## src/hw/rtl/grc_divider.sv

```systemverilog
// Restoring radix-2 divider for the line height: one quotient bit per cycle.
// Depends on nothing; widths follow its parameters.
`timescale 1ns / 1ps
module grc_divider #(
	parameter int NUM_W = 28,
	parameter int DEN_W = 32
) (
	input  logic             clk,
	input  logic             arst_n,
	input  logic             start,
	input  logic [NUM_W-1:0] num,
	input  logic [DEN_W-1:0] den,
	output logic             done,
	output logic [NUM_W-1:0] quo
);
	localparam int CW = $clog2(NUM_W + 1);
	logic [NUM_W-1:0] quo_q;
	logic [DEN_W:0]   rem_q;
	logic [DEN_W-1:0] den_q;
	logic [CW-1:0]    cnt_q;
	logic             busy_q;
	logic [DEN_W:0]   trial;

	assign trial = {rem_q[DEN_W-1:0], quo_q[NUM_W-1]};
	assign quo   = quo_q;

	always_ff @(posedge clk or negedge arst_n) begin
		if (!arst_n) begin
			busy_q <= 1'b0;
			done   <= 1'b0;
			cnt_q  <= '0;
		end else begin
			done <= 1'b0;
			if (start) begin
				busy_q <= 1'b1;
				cnt_q  <= CW'(NUM_W);
			end else if (busy_q) begin
				cnt_q <= cnt_q - 1'b1;
				if (cnt_q == CW'(1)) begin
					busy_q <= 1'b0;
					done   <= 1'b1;
				end
			end
		end
	end

	always_ff @(posedge clk) begin
		if (start) begin
			quo_q <= num;
			rem_q <= '0;
			den_q <= den;
		end else if (busy_q) begin
			if (trial >= {1'b0, den_q}) begin
				rem_q <= trial - {1'b0, den_q};
				quo_q <= {quo_q[NUM_W-2:0], 1'b1};
			end else begin
				rem_q <= trial;
				quo_q <= {quo_q[NUM_W-2:0], 1'b0};
			end
		end
	end
endmodule
```

## config.mk

```make
export PLATFORM = sky130hd
export DESIGN_NAME = grc_divider
export DESIGN_NICKNAME = d
export VERILOG_FILES = /design/src/hw/rtl/grc_divider.sv
export SDC_FILE = /design/constraint.sdc
export NUM_CORES = 1
export LEC_CHECK = 0
export ABC_AREA = 1
export BUFFER_PORTS_ARGS = -buffer_cell sky130_fd_sc_hd__buf_2
export CAP_MARGIN = 40
export CORE_MARGIN = 10
export CORE_UTILIZATION = 49
export DETAILED_ROUTE_END_ITERATION = 8
export GPL_TIMING_DRIVEN = 0
export PLACE_DENSITY_LB_ADDON = 0.25
export SLEW_MARGIN = 10
export SYNTH_ARGS = -nofsm -noshare
export SYNTH_HDL_FRONTEND = slang
export SYNTH_SLANG_ARGS = --single-unit
```

## constraint.sdc

```tcl
create_clock -name clk -period 2.5 [get_ports clk]
set_input_delay 0.5 -clock clk [delete_from_list [all_inputs] [get_ports clk]]
set_output_delay 0.5 -clock clk [all_outputs]
set_load 0.02 [all_outputs]
```

-- Word level (Yosys, flattened, before mapping)
Index checks and enable logic that the tools add are counted.
- shift-type cells: 0
- bitwise operators: 0
- $add $sub $neg: 2
- reduce and logical (&&, ||, !) cells: 1
- $lt $le $gt $ge: 1
- equality and inequality tests: 1
- $mul: 0
- divide/modulo/power cells: 0
- multiplexer cells: 12
- operator list (operator ; count):
    $mux W28 ; 2
    $ge A33 B32 Y1 ; 1
    $mux W32 ; 1
    $sub A32 B32 Y32 ; 1
    $mux W5 ; 2
    $mux W1 ; 7
    $eq A5 B1 Y1 const B ; 1
    $sub A5 B1 Y5 const B ; 1
    $reduce_bool A2 Y1 ; 1
- bits in writable memories: 0
- word-level logic and storage cells: 23
- latch bits: 0
- register bits: 99
- bits in read-only memories: 0
- output and inout port bits: 29
- bits of input ports: 63
- memories: 0

-- Longest topological paths before layout
- word-level depth: 4
- mapped depth: 16
- mapped depth without buffers: 16

-- Worst setup path before layout
OpenSTA, ideal clock, no wires.
- path type: in2reg
- from: input start
- to: register quo_q[0] (netlist: quo[0]) (enable)
- required time: 2096 ps
- path buffers: 2
- setup slack: 265 ps
- arrival: 1831 ps
- cell stages on the path: 4
- setup time: 404 ps
- path through: clkbuf_1 -> nor2_1 -> inv_1 -> clkbuf_1
- longest elaborated chain between the ends: 1
- ends and longest elaborated chain (item ; RTL line ; RTL):
    start, declared ; 10 ; input logic start,
    $reduce_bool A2 Y1 (no source line) ; -- ;
    end signal, assigned ; 49 ; quo_q <= num;
    end signal, assigned ; 55 ; quo_q <= {quo_q[NUM_W-2:0], 1'b1};
    end signal, assigned ; 58 ; quo_q <= {quo_q[NUM_W-2:0], 1'b0};
    end, declared ; 17 ; logic [NUM_W-1:0] quo_q;
No other way between the ends.
A chain may end at the register's enable or synchronous reset.

-- Worst setup path in the final report
- from: register den_q[24]
- to: register rem_q[30]
- longest elaborated chain between the ends: 2
- ends and longest elaborated chain (item ; RTL line ; RTL):
    start, declared ; 19 ; logic [DEN_W-1:0] den_q;
    start signal, assigned ; 51 ; den_q <= den;
    $sub A32 B32 Y32 / $ge A33 B32 Y1 (equally long branches) ; 54, 53 ;
    $mux W32 (*) ; 53 ; if (trial >= {1'b0, den_q}) begin
    end signal, assigned ; 54 ; rem_q <= trial - {1'b0, den_q};
    end signal, assigned ; 57 ; rem_q <= trial;
    end, declared ; 18 ; logic [DEN_W:0] rem_q;
Every way passes the cells marked *; elsewhere a longest branch is shown, timed or not.

==> impl_metrics.yaml <==
status:
  run_status: "completed"
synthesis:
  synth_warnings: 0
  seq_area_frac_synth_pct: 39.9
  synth-seq-cells: 99
  synth_cells: 951
  synth_fp_nets: 1049
  synth_area_mm2: 0.00656
  ys_types: 33
  synth_largest_type_area_fraction_pct: 27.5
  synth_area_leaders: "sky130_fd_sc_hd__edfxtp_1, sky130_fd_sc_hd__nand2_1, sky130_fd_sc_hd__inv_1"
  avgSynthCellArea_um2: 6.90
  synth_largest_area_cell: "sky130_fd_sc_hd__edfxtp_1"
routing:
  via_per_inst: 4.79
  ant_nets: 0
  drt_iter0_drc: 355
  drt_pass1_iterations: 5
  drc: 0
  finalWirelength_mm: 17.0
  route.detailed.wl_per_inst_um: 13.7
  number_of_vias_after_detailed_routing: 5921
layout:
  area_growth_pct: 15.7
  final_cell_area_mm2: 0.00759
  drive_gt1_share_pct: 12.6
  num_antenna_cells: 0
  num-nets-final: 1153
clock_network:
  tritoncts: "built"
  cts_made_buffers: 9
  clkSlewWorstSetupHoldPaths_ns: 0.08
  max-clock-path-buffers: 2
  worst_skew_late_latency_ns: 0.36
  htree_levels: 3
  clkSinkCount: 99
  postCtsSetupBuffers: 0
  cts_root_buf: "sky130_fd_sc_hd__clkbuf_16"
global_routing:
  largest_net_degree_at_the_start_of_global_routing: 34
  global_route.overflow_total: 0
  grt_pass1_wl_mm: 27.8
  number_of_antenna_violations_at_the_first_check_in_global_routing: 0
  grt_pass1_vias: 5790
  grtUsageTotal_pct: 18.8
sta:
  timing_worst_slew_pin_value_ns: 0.594
  maxSlewViolCount: 0
  period_utilisation_layout_pct: 93.4
  finClkSkew_ns: 0.0119
  hold_ws_ns: 0.306
  finalSetupViolCount: 0
  timing.final.crit_period_ns: 2.34
  achievable-frequency_mhz: 428
  rsz_0062_raised_after_global_routing: "false"
  worst_slew_margin_rel_pct: 60.3
  hold_viol_final: 0
floorplan:
  io_pins: 92
  floorplan.core_area_mm2: 0.0132
  placementRows: 42
  die_w_um: 136
  die_area_mm2: 0.0184
  die-height_um: 136
  initial_core_util_pct: 49.7
worst_setup_path:
  worstSetupStartpointType: "flop"
  worst_path_most_repeated_cell: "sky130_fd_sc_hd__nand2_1"
  crit_path_max_fanout: 10
  critical_path.cell_chain: "inv_1, ha_1, nand2_1, nand2_1, inv_1, nand2_1, inv_1, nand2_1, nand2_1, nand2_1, a21oi_4, clkbuf_4, nand3b_1, nand3_1, nand2_1"
  worst_case_reg_to_reg_path_depth: 15
  sort_of_element_at_the_end_of_the_critical_path: "flop"
  critical_path_arrival_ns: 2.58
  critical-path-max-stage-delay_ns: 0.36
  data_required_time_at_the_worst_endpoint_ns: 2.75
  crit_path_top_delay_cell: "sky130_fd_sc_hd__ha_1"
  timing_worst_setup_path_type: "reg2reg"
run:
  max-cap-violations: 0
worst_hold_path:
  worstHoldPathCells: 1
  timing.hold.worst.class: "in2reg"
place:
  placed_cell_area_mm2: 0.00726
  numPortBuffers: 91
  gp_congestion: 0.970
  hpwlAfterDp_mm: 13.5
pwr:
  power.density_cell_area_mw_per_mm2: 933
  peakVddDrop_mv: 0.530
  power_leakage_uw: 0.00421
## routing by layer
layer | GRT usage [%] | wire length (µm)
met5 | 0 | 0
met4 | 5.26 | 228
met3 | 6.05 | 1370
met2 | 29.9 | 7490
met1 | 23.9 | 7870
## metrics by stage
step                      util (%)  total power [µW]  setup WS (ns)  instances  setup TNS, ns
after floorplan                  -              4750          0.265        951              0
after global routing          57.6              7660        0.00541       1236              0
final                         57.6              7080          0.164       1236              0
after global placement        54.9              5530          -1.11       1218         -40.11
after detailed placement      55.1              5580         -0.259       1219          -6.68
after CTS                     57.5              7060          0.117       1236              0
## power breakdown
group          internal, µW  total (µW)  switching, µW
Clock                   794        1470            674
Combinational          1260        3420           2160
Sequential             2030        2200            166
Total                  4080        7080           3000
## synthesized netlist by cell type
cell	instances
sky130_fd_sc_hd__clkbuf_1	11
sky130_fd_sc_hd__edfxtp_1	60
sky130_fd_sc_hd__buf_2	8
sky130_fd_sc_hd__and2_1	1
sky130_fd_sc_hd__nand2_4	2
sky130_fd_sc_hd__dfrtp_1	7
sky130_fd_sc_hd__nor2_2	3
sky130_fd_sc_hd__nor3_2	1
sky130_fd_sc_hd__nor4_1	1
sky130_fd_sc_hd__nor3_1	4
sky130_fd_sc_hd__dfxtp_1	32
sky130_fd_sc_hd__o21ai_0	7
sky130_fd_sc_hd__ha_1	34
sky130_fd_sc_hd__a21oi_1	21
sky130_fd_sc_hd__nand3b_1	23
sky130_fd_sc_hd__nand3_1	72
sky130_fd_sc_hd__nand2_1	388
sky130_fd_sc_hd__a21oi_4	1
sky130_fd_sc_hd__xnor2_1	13
sky130_fd_sc_hd__nand3_2	1
sky130_fd_sc_hd__fa_1	1
sky130_fd_sc_hd__nand2_2	5
sky130_fd_sc_hd__o22ai_1	1
sky130_fd_sc_hd__a31oi_1	1
sky130_fd_sc_hd__xor2_1	1
sky130_fd_sc_hd__a21o_1	1
sky130_fd_sc_hd__o21bai_1	3
sky130_fd_sc_hd__o21ai_1	15
sky130_fd_sc_hd__inv_2	1
sky130_fd_sc_hd__nand4_1	3
sky130_fd_sc_hd__inv_1	179
sky130_fd_sc_hd__nor2_1	47
sky130_fd_sc_hd__buf_6	3
## critical path, delay by kind of cell (launching register included)
| family | cells | cell delay (ns) |
|---|---|---|
| simple gates | 9 | 0.80 |
| buf+inv | 4 | 0.47 |
| fa+ha+maj | 1 | 0.36 |
| flops | 1 | 0.33 |
| compound gates | 1 | 0.27 |
## cell type report
class,count,area (µm²)
plain buffers,22,124
clock buffers,9,225
clock inverters,7,82.6
fillers,1323,5600
inverters,180,676
multi-input cells,650,3150
flip-flops and latches,99,2620
well taps,176,220
repair buffers,93,495
## final timing paths
check                           startpoint   endpoint  slack, ns
worst max-delay path             den_q[24]  rem_q[30]       0.16
worst min-delay path               den[16]  den_q[16]       0.31
worst max register to register   den_q[24]  rem_q[30]       0.16
worst min register to register   rem_q[26]  rem_q[26]       0.47
max in group asynchronous           arst_n   cnt_q[0]       1.85
min in group asynchronous           arst_n   cnt_q[2]       0.49
## cells by family after synthesis
logic type	share of synthesized area (%)
xor gates and xnor gates	1.87
buffers and inverters	12.1
AOI/OAI and AO/OA	4.18
DFF	39.9
and+or+nand+nor	35.2
adders and majority gates	6.79
## sequential cells by signal (all words and copies together), names as in the netlist
name,cells
busy_q,1
cnt_q,5
den_q,32
done,1
quo,28
rem_q,32
## timing repair
action	4_1_cts	5_1_grt
endpoints found under the hold margin	7	0
gates resized for setup	0	6
hold buffers	1	0
setup endpoints to repair	0	24
## cell usage in the layout, fill, tap and decap left out, types with 4 or more instances in the layout
cell type	n
sky130_fd_sc_hd__nand2_1	388
sky130_fd_sc_hd__inv_1	179
sky130_fd_sc_hd__buf_2	95
sky130_fd_sc_hd__nand3_1	72
sky130_fd_sc_hd__edfxtp_1	60
sky130_fd_sc_hd__nor2_1	47
sky130_fd_sc_hd__ha_1	34
sky130_fd_sc_hd__dfxtp_1	32
sky130_fd_sc_hd__nand3b_1	23
sky130_fd_sc_hd__a21oi_1	21
sky130_fd_sc_hd__o21ai_1	15
sky130_fd_sc_hd__xnor2_1	13
sky130_fd_sc_hd__clkbuf_1	10
sky130_fd_sc_hd__clkbuf_16	9
sky130_fd_sc_hd__o21ai_0	7
sky130_fd_sc_hd__dfrtp_1	7
sky130_fd_sc_hd__nand2_2	5
sky130_fd_sc_hd__nor3_1	4
No activity file was read; power rests on OpenSTA's default activity.
